==> config.mk <==
export PLATFORM = sky130hd
export DESIGN_NAME = first_free_id_allocator_unit
export DESIGN_NICKNAME = d
export VERILOG_FILES = /design/src/rtl/core/ffia_pkg.sv /design/src/rtl/core/ffia_ram.sv /design/src/rtl/core/first_free_id_allocator_unit.sv
export SDC_FILE = /design/constraint.sdc
export NUM_CORES = 1
export LEC_CHECK = 0
export BUFFER_PORTS_ARGS = -buffer_cell sky130_fd_sc_hd__buf_4
export CAP_MARGIN = 20
export CORE_MARGIN = 8
export CORE_UTILIZATION = 57
export CTS_CLUSTER_DIAMETER = 60
export DETAILED_ROUTE_END_ITERATION = 7
export PLACE_DENSITY_LB_ADDON = 0.1
export SYNTH_ARGS = -nofsm -noshare
export SYNTH_HDL_FRONTEND = slang
export SYNTH_SLANG_ARGS = --single-unit
==> constraint.sdc <==
create_clock -name aclk -period 4.6 [get_ports aclk]
set_input_delay 0.69 -clock aclk [delete_from_list [all_inputs] [get_ports aclk]]
set_output_delay 0.69 -clock aclk [all_outputs]
set_load 0.02 [all_outputs]
==> src/rtl/core/ffia_pkg.sv <==
// Shared types and constants for the first-free identifier allocator.
// Holds the request kinds, the result status codes, the sequencer state type
// and the bitmap word geometry. Depends on nothing.
package ffia_pkg;

    // Field widths of the request and result ports.
    localparam int KIND_W = 2;
    localparam int ID_W   = 9;
    localparam int STAT_W = 2;

    // Default number of identifiers, numbered from one.
    localparam int NUM_IDS_DEF = 256;

    // The used-bit map is held as words of WORD_W bits.
    localparam int WORD_SHIFT = 5;
    localparam int WORD_W     = 1 << WORD_SHIFT;

    // Request kinds.
    localparam logic [KIND_W-1:0] KIND_ALLOC   = 2'd0;
    localparam logic [KIND_W-1:0] KIND_MARK    = 2'd1;
    localparam logic [KIND_W-1:0] KIND_RELEASE = 2'd2;
    localparam logic [KIND_W-1:0] KIND_CLEAR   = 2'd3;

    // Result status codes.
    localparam logic [STAT_W-1:0] STAT_OK      = 2'd0;
    localparam logic [STAT_W-1:0] STAT_FULL    = 2'd1;
    localparam logic [STAT_W-1:0] STAT_INVALID = 2'd2;

    // Sequencer states.
    typedef enum logic [1:0] {
        FSM_IDLE,
        FSM_RMW,
        FSM_SCAN,
        FSM_RESP
    } fsm_state_t;

endpackage

==> src/rtl/core/ffia_ram.sv <==
// Generic simple dual-port RAM with one write port and a registered read port.
// Used for the allocator's used-bit map. Depends on nothing.
module ffia_ram #(
    parameter int DATA_W = 32,
    parameter int DEPTH  = 8,
    localparam int ADDR_W = (DEPTH > 1) ? $clog2(DEPTH) : 1
) (
    input  logic              aclk,
    input  logic              we,
    input  logic [ADDR_W-1:0] waddr,
    input  logic [DATA_W-1:0] wdata,
    input  logic              re,
    input  logic [ADDR_W-1:0] raddr,
    output logic [DATA_W-1:0] rdata
);

    logic [DATA_W-1:0] mem [DEPTH];
    logic [DATA_W-1:0] rdata_reg;

    always_ff @(posedge aclk) begin
        if (we) begin
            mem[waddr] <= wdata;
        end
        if (re) begin
            rdata_reg <= mem[raddr];
        end
    end

    assign rdata = rdata_reg;

endmodule

==> src/rtl/core/first_free_id_allocator_unit.sv <==
// Top level of the first-free identifier allocator.
// Depends on ffia_pkg for codes and geometry and on ffia_ram for the used-bit map.
// A small sequencer drives one word read, test and write path over the map.
//
//  Channel   Direction  Handshake           Payload
//  --------  ---------  ------------------  ------------------------------
//  request   in         s_valid / s_ready   s_kind[1:0], s_ident[8:0]
//  result    out        m_valid / m_ready   m_granted[8:0], m_status[1:0]
//
// Steps: clear_all and rejected identifiers go straight to the result state once the
// request is taken, mark_used and release first pass through one read-modify-write of
// a map word, and allocate scans the map words of 32 bits from the lowest until one
// holds a free identifier. A full map scans as far as a hit in the last word, so the
// scan reads at most NUM_IDS/32 rounded up words; the single map RAM port pair sets
// this order of steps.
// Reset: the sequencer returns to idle and every per-word valid flag clears, so the
// whole map reads as free at once with no clearing pass.
// Stalls: one request is in flight at a time; s_ready is low from acceptance until
// the result has been taken on the result channel.
module first_free_id_allocator_unit
    import ffia_pkg::*;
#(
    parameter int NUM_IDS = NUM_IDS_DEF
) (
    input  logic              aclk,
    input  logic              aresetn,
    // Request channel.
    input  logic              s_valid,
    output logic              s_ready,
    input  logic [KIND_W-1:0] s_kind,
    input  logic [ID_W-1:0]   s_ident,
    // Result channel.
    output logic              m_valid,
    input  logic              m_ready,
    output logic [ID_W-1:0]   m_granted,
    output logic [STAT_W-1:0] m_status
);

    // Map geometry derived from the identifier count.
    localparam int NUM_WORDS = (NUM_IDS + WORD_W - 1) / WORD_W;
    localparam int WADDR_W   = (NUM_WORDS > 1) ? $clog2(NUM_WORDS) : 1;
    localparam int CNT_W     = $clog2(NUM_IDS + 1);
    // Wide enough to hold both the identifier port and NUM_IDS itself.
    localparam int CMP_W     = (ID_W > CNT_W) ? ID_W : CNT_W;
    // Width of an identifier built from a word index and a bit position.
    localparam int GID_W     = WADDR_W + WORD_SHIFT + 1;
    // Number of real identifiers held in the last map word.
    localparam int TAIL      = NUM_IDS - (NUM_WORDS - 1) * WORD_W;
    // Bits of the last word beyond NUM_IDS are treated as permanently used.
    localparam logic [WORD_W-1:0] TAIL_MASK = (TAIL == WORD_W) ? '0 :
        ~((WORD_W'(1) << TAIL) - WORD_W'(1));
    localparam logic [WADDR_W-1:0] LAST_WORD = WADDR_W'(NUM_WORDS - 1);

    // Sequencer and request registers.
    fsm_state_t             state_reg, state_next;
    logic [KIND_W-1:0]      kind_reg, kind_next;
    logic [WADDR_W-1:0]     addr_reg, addr_next;
    logic [WORD_SHIFT-1:0]  bit_reg, bit_next;
    logic [NUM_WORDS-1:0]   wvalid_reg, wvalid_next;
    logic [ID_W-1:0]        granted_reg, granted_next;
    logic [STAT_W-1:0]      status_reg, status_next;

    // Map RAM ports.
    logic                   ram_we;
    logic [WADDR_W-1:0]     ram_waddr;
    logic [WORD_W-1:0]      ram_wdata;
    logic                   ram_re;
    logic [WADDR_W-1:0]     ram_raddr;
    logic [WORD_W-1:0]      ram_rdata;

    // Decode of the incoming request.
    logic                   s_fire;
    logic                   id_ok;
    logic [CMP_W-1:0]       ident_m1;
    logic [WADDR_W-1:0]     ident_word;
    logic [WORD_SHIFT-1:0]  ident_bit;

    // Word under test.
    logic [WORD_W-1:0]      rd_word;
    logic [WORD_W-1:0]      scan_view;
    logic [WORD_W-1:0]      bit_onehot;
    logic                   is_last;
    logic                   free_found;
    logic [WORD_SHIFT-1:0]  free_bit;
    logic [GID_W-1:0]       free_gid;

    ffia_ram #(
        .DATA_W (WORD_W),
        .DEPTH  (NUM_WORDS)
    ) u_map (
        .aclk  (aclk),
        .we    (ram_we),
        .waddr (ram_waddr),
        .wdata (ram_wdata),
        .re    (ram_re),
        .raddr (ram_raddr),
        .rdata (ram_rdata)
    );

    assign s_ready   = (state_reg == FSM_IDLE);
    assign s_fire    = s_valid && s_ready;
    assign m_valid   = (state_reg == FSM_RESP);
    assign m_granted = granted_reg;
    assign m_status  = status_reg;

    // Identifier zero and anything above NUM_IDS are rejected. Identifier n lives
    // in bit (n-1) mod 32 of word (n-1)/32.
    assign id_ok      = (s_ident != '0) && (CMP_W'(s_ident) <= CMP_W'(NUM_IDS));
    assign ident_m1   = CMP_W'(s_ident) - CMP_W'(1);
    assign ident_word = WADDR_W'(ident_m1 >> WORD_SHIFT);
    assign ident_bit  = ident_m1[WORD_SHIFT-1:0];

    // A word whose valid flag is clear has not been written since the last reset
    // or clear_all, so it reads as all free regardless of what the RAM holds.
    assign rd_word    = wvalid_reg[addr_reg] ? ram_rdata : '0;
    assign is_last    = (addr_reg == LAST_WORD);
    assign scan_view  = rd_word | (is_last ? TAIL_MASK : '0);
    assign bit_onehot = WORD_W'(1) << bit_reg;
    assign free_found = ~&scan_view;
    assign free_gid   = GID_W'({addr_reg, free_bit}) + GID_W'(1);

    // Lowest clear bit of the word under test.
    always_comb begin
        free_bit = '0;
        for (int i = WORD_W - 1; i >= 0; i--) begin
            if (!scan_view[i]) begin
                free_bit = WORD_SHIFT'(i);
            end
        end
    end

    // Next state.
    always_comb begin
        state_next = state_reg;
        case (state_reg)
            FSM_IDLE: begin
                if (s_fire) begin
                    case (s_kind)
                        KIND_ALLOC: begin
                            state_next = FSM_SCAN;
                        end
                        KIND_MARK, KIND_RELEASE: begin
                            state_next = id_ok ? FSM_RMW : FSM_RESP;
                        end
                        default: begin
                            state_next = FSM_RESP;
                        end
                    endcase
                end
            end
            FSM_RMW: begin
                state_next = FSM_RESP;
            end
            FSM_SCAN: begin
                if (free_found || is_last) begin
                    state_next = FSM_RESP;
                end
            end
            FSM_RESP: begin
                if (m_ready) begin
                    state_next = FSM_IDLE;
                end
            end
            default: begin
                state_next = FSM_IDLE;
            end
        endcase
    end

    // Datapath, RAM control and result values.
    always_comb begin
        kind_next    = kind_reg;
        addr_next    = addr_reg;
        bit_next     = bit_reg;
        wvalid_next  = wvalid_reg;
        granted_next = granted_reg;
        status_next  = status_reg;
        ram_we       = 1'b0;
        ram_waddr    = addr_reg;
        ram_wdata    = rd_word;
        ram_re       = 1'b0;
        ram_raddr    = addr_reg;
        case (state_reg)
            FSM_IDLE: begin
                if (s_fire) begin
                    kind_next    = s_kind;
                    granted_next = '0;
                    status_next  = STAT_OK;
                    case (s_kind)
                        KIND_ALLOC: begin
                            // Start the scan at the lowest word.
                            addr_next = '0;
                            ram_re    = 1'b1;
                            ram_raddr = '0;
                        end
                        KIND_MARK, KIND_RELEASE: begin
                            if (id_ok) begin
                                addr_next = ident_word;
                                bit_next  = ident_bit;
                                ram_re    = 1'b1;
                                ram_raddr = ident_word;
                                if (s_kind == KIND_MARK) begin
                                    granted_next = s_ident;
                                end
                            end else begin
                                status_next = STAT_INVALID;
                            end
                        end
                        default: begin
                            // Clearing the valid flags frees the whole map at once.
                            wvalid_next = '0;
                        end
                    endcase
                end
            end
            FSM_RMW: begin
                ram_we                = 1'b1;
                ram_wdata             = (kind_reg == KIND_MARK) ? (rd_word | bit_onehot)
                                                                : (rd_word & ~bit_onehot);
                wvalid_next[addr_reg] = 1'b1;
            end
            FSM_SCAN: begin
                if (free_found) begin
                    ram_we                = 1'b1;
                    ram_wdata             = rd_word | (WORD_W'(1) << free_bit);
                    wvalid_next[addr_reg] = 1'b1;
                    granted_next          = ID_W'(free_gid);
                    status_next           = STAT_OK;
                end else if (is_last) begin
                    granted_next = '0;
                    status_next  = STAT_FULL;
                end else begin
                    addr_next = addr_reg + WADDR_W'(1);
                    ram_re    = 1'b1;
                    ram_raddr = addr_reg + WADDR_W'(1);
                end
            end
            default: begin
            end
        endcase
    end

    // Control state is reset; the request and result payload registers are not.
    always_ff @(posedge aclk) begin
        if (!aresetn) begin
            state_reg  <= FSM_IDLE;
            wvalid_reg <= '0;
        end else begin
            state_reg  <= state_next;
            wvalid_reg <= wvalid_next;
        end
    end

    always_ff @(posedge aclk) begin
        kind_reg    <= kind_next;
        addr_reg    <= addr_next;
        bit_reg     <= bit_next;
        granted_reg <= granted_next;
        status_reg  <= status_next;
    end

`ifndef ASSERT_OFF
    // The block never takes a new request while a result is waiting.
    a_no_overlap: assert property (@(posedge aclk) disable iff (!aresetn)
        !(s_ready && m_valid))
        else $error("request accepted while a result is pending");

    // Once a request is taken the block is busy in the following cycle.
    a_busy_after_accept: assert property (@(posedge aclk) disable iff (!aresetn)
        s_fire |=> !s_ready)
        else $error("ready stayed high after a request was accepted");

    // A full result never carries an identifier.
    a_full_no_grant: assert property (@(posedge aclk) disable iff (!aresetn)
        (m_valid && (m_status == STAT_FULL)) |-> (m_granted == '0))
        else $error("full status returned with a non-zero identifier");

    // The map is only written from the read-modify-write or scan steps.
    a_write_states: assert property (@(posedge aclk) disable iff (!aresetn)
        ram_we |-> ((state_reg == FSM_RMW) || (state_reg == FSM_SCAN)))
        else $error("map written outside an update step");

    // Map reads and writes never coincide.
    a_port_exclusive: assert property (@(posedge aclk) disable iff (!aresetn)
        !(ram_we && ram_re))
        else $error("map read and write issued in the same cycle");
`endif

endmodule

==> flow_summary.ini <==
[status]
status = finished clean

[cells_and_area]
final_common_cell = edfxtp_1
layout_common_cells = edfxtp_1, mux2i_1, nand2_1
fin_cells = 1499
antennaDiodeCount = 0
final_nets = 1173
largest_reg_flops = 256
stdcell_area_um2 = 16800
drive_gt1_frac = 0.148
syn_to_final_growth_pct = 11.8

[clocking]
clkTransAtPathRegs_ns = 0.06
cts_buffer_depth = 3
htree_levels = 2
hold_buffers = 0
cts_resized = 0
insertion_delay_ns = 0.50
cts.sinks = 319
post_cts_buffers = 0
cts_root_buf = clkbuf_16
cts_tree = yes
cts_made_buffers = 34

[sta]
period_share = 0.863
finClkSkew_ns = 0.00785
hold_viol = 0
fin_crit_ns = 3.97
clock.fmax_mhz = 252
tns_ns = 0
slew_headroom = 0.318
final-setup-viol-count = 0
rsz0062_at_grt = false
tightest_slew_ns = 1.02
slew_violations = 0

[min_path]
hp-start = s_kind[1]
hold_end = kind_reg[1]
min_path_type = primary input to flip-flop
hold_depth = 1

[drt]
dr_total_vias = 9359
drtIter0Drc = 1149
wl_um = 35600
drc = 0
ant_nets = 0
via_per_inst = 6.24
routedWlPerCell_um = 23.7
first_pass_iters = 6

[global_route]
antenna_found_initial = 0
grt-busiest-layer = met2
met3_usage = 0.0383
grt_start_max_net_pins = 70
grt_pass1_vias = 9068
grt_use_met2 = 0.342
grt_pass1_wl_um = 54200
track_usage = 0.224
use_met1 = 0.320
grt-ovfl-total = 0

[synthesis]
ys_warn_count = 0
synth_seq_cells = 319
synth_top_area_share = 0.612
synth.yosys.seq_area_share = 0.629
mappedNetlistNets = 1124
synth_edf_count = 306
syn_area_um2 = 15000
synthArstFlopShare = 0
avgSynthCellArea_um2 = 13.8
synth_top_cells_by_area = edfxtp_1, mux2i_1, mux2_2
yosysTopAreaCell = edfxtp_1
synthFlopType = edfxtp_1
netlist_instances = 1091
yosys.cell_types.count = 71

[critical_path]
path_buf_inv = 3
cp_slowest_cell = edfxtp_1
r2r-start = u_map.rdata[13]
worstReg2RegEnd = u_map.mem[5][7]
rr_worst_depth = 13
crit_type = flip-flop to flip-flop
worstPathRequired_ns = 4.88
cp-end-kind = flip-flop
r2r_slack_ns = 0.63
crit_path_max_incr_delay_ns = 0.50
worstPathArrival_ns = 4.25
path_cells = inv_1 -> o21ai_0 -> a221o_1 -> a2111oi_0 -> buf_4 -> a211oi_1 -> or2_2 -> inv_1 -> ha_1 -> ha_1 -> nand2_1 -> o22ai_1 -> a32o_1
critPathTopFamily = compound AO/OA/AOI/OAI gates
start_kind = flip-flop
crit_fanout = 8

[floorplan]
start_util = 0.578
ios = 28
rows = 59
die_height_um = 178
chipWidth_um = 178
die-area_um2 = 31800
core_area_um2 = 26000

[power_and_ir_drop]
vdd_ir_drop_max_mv = 0.420
power.leakage_nw = 6.56
power-per-cell-area_nw_per_um2 = 589

[placement]
placed_cell_area_um2 = 15800
dp_cells = 1439
io_buffers = 27
dp_hpwl_um = 22500
gp_congestion = 1.00

[flow_run]
max_cap_violations = 0
worst register-to-register path, cell delays in order, from the launching register on:
cell and delay (ns):
edfxtp_1 0.50, inv_1 0.15, o21ai_0 0.12, a221o_1 0.41, a2111oi_0 0.41, buf_4 0.20, a211oi_1 0.06, or2_2 0.34
inv_1 0.12, ha_1 0.32, ha_1 0.35, nand2_1 0.12, o22ai_1 0.26, a32o_1 0.37
stage by stage:
| step | utilization | worst slack [ns] | total power [mW] | hold WS, ns |
|---|---|---|---|---|
| finish | 0.646 | 0.631 | 9.89 | 0.389 |
| global route | 0.646 | 0.293 | 10.3 | 0.381 |
| CTS | 0.646 | 0.766 | 9.94 | 0.370 |
| detailed placement | 0.607 | 0.719 | 7.43 | 0.456 |
| global placement | 0.607 | 0.759 | 7.38 | 0.444 |
| floorplan | - | 0.588 | 6.52 | 0.430 |
where the power goes:
| part | switching [mW] | internal (mW) |
|---|---|---|
| sequential | 0.188 | 3.75 |
| clock | 1.05 | 1.45 |
| combinational | 2.06 | 1.39 |
| total | 3.30 | 6.59 |
kinds of logic after synthesis:
kind of cell               share of synthesized area
AOI/OAI and AO/OA                             0.0839
xor gates and xnor gates                     0.00292
adders and majority gates                     0.0150
buffers and inverters                         0.0286
DFF                                            0.629
muxes                                          0.160
and+or+nand+nor                               0.0801
cell type report:
cell class | count | area [um2]
Sequential cell | 319 | 9450
Fill cell | 1947 | 9190
Multi-Input combinational cell | 694 | 5250
Clock buffer | 42 | 902
Timing Repair Buffer | 69 | 581
Tap cell | 335 | 419
Clock inverter | 18 | 109
Inverter | 22 | 82.6
how the worst max path moves through the flow:
| stage | slack [ns] | depth (start not counted) | startpoint | endpoint |
|---|---|---|---|---|
| 2_1_floorplan | 0.59 | 11 | addr_reg[0] | u_map.mem[1][0] |
| 3_3_place_gp | 0.76 | 10 | s_ident[2] | u_map.rdata[19] |
| 3_5_place_dp | 0.72 | 10 | s_ident[2] | u_map.rdata[17] |
| 4_1_cts | 0.77 | 13 | u_map.rdata[13] | u_map.mem[4][15] |
| 5_1_grt | 0.29 | 13 | u_map.rdata[13] | u_map.mem[4][15] |
| 6_report | 0.63 | 13 | u_map.rdata[13] | u_map.mem[5][7] |
Yosys cell counts (all sizes together) (2+ instances only):
library cell / number
a211oi: 4
a21boi: 5
a21oi: 37
a22o: 7
a22oi: 4
a2bb2oi: 5
a31oi: 11
a32o: 10
a32oi: 3
and2: 8
and3: 9
and4: 3
buf: 27
clkbuf: 29
dfxtp: 13
edfxtp: 306
ha: 18
inv: 21
mux2: 36
mux2i: 200
nand2: 81
nand2b: 10
nand3: 14
nand3b: 6
nand4: 13
nor2: 61
nor2b: 10
nor3: 14
nor3b: 3
o211ai: 6
o21a: 8
o21ai: 48
o221ai: 2
o22ai: 9
o31ai: 12
o41ai: 2
or2: 5
or3: 3
or3b: 2
or4: 3
xor2: 4
routing by layer:
layer	vias up	wire [um]
met4	0	1080
met1	4581	16100
met3	79	2530
li1	4307	-
met2	392	15900
met5	-	0
(Power assumes the default switching activity.)
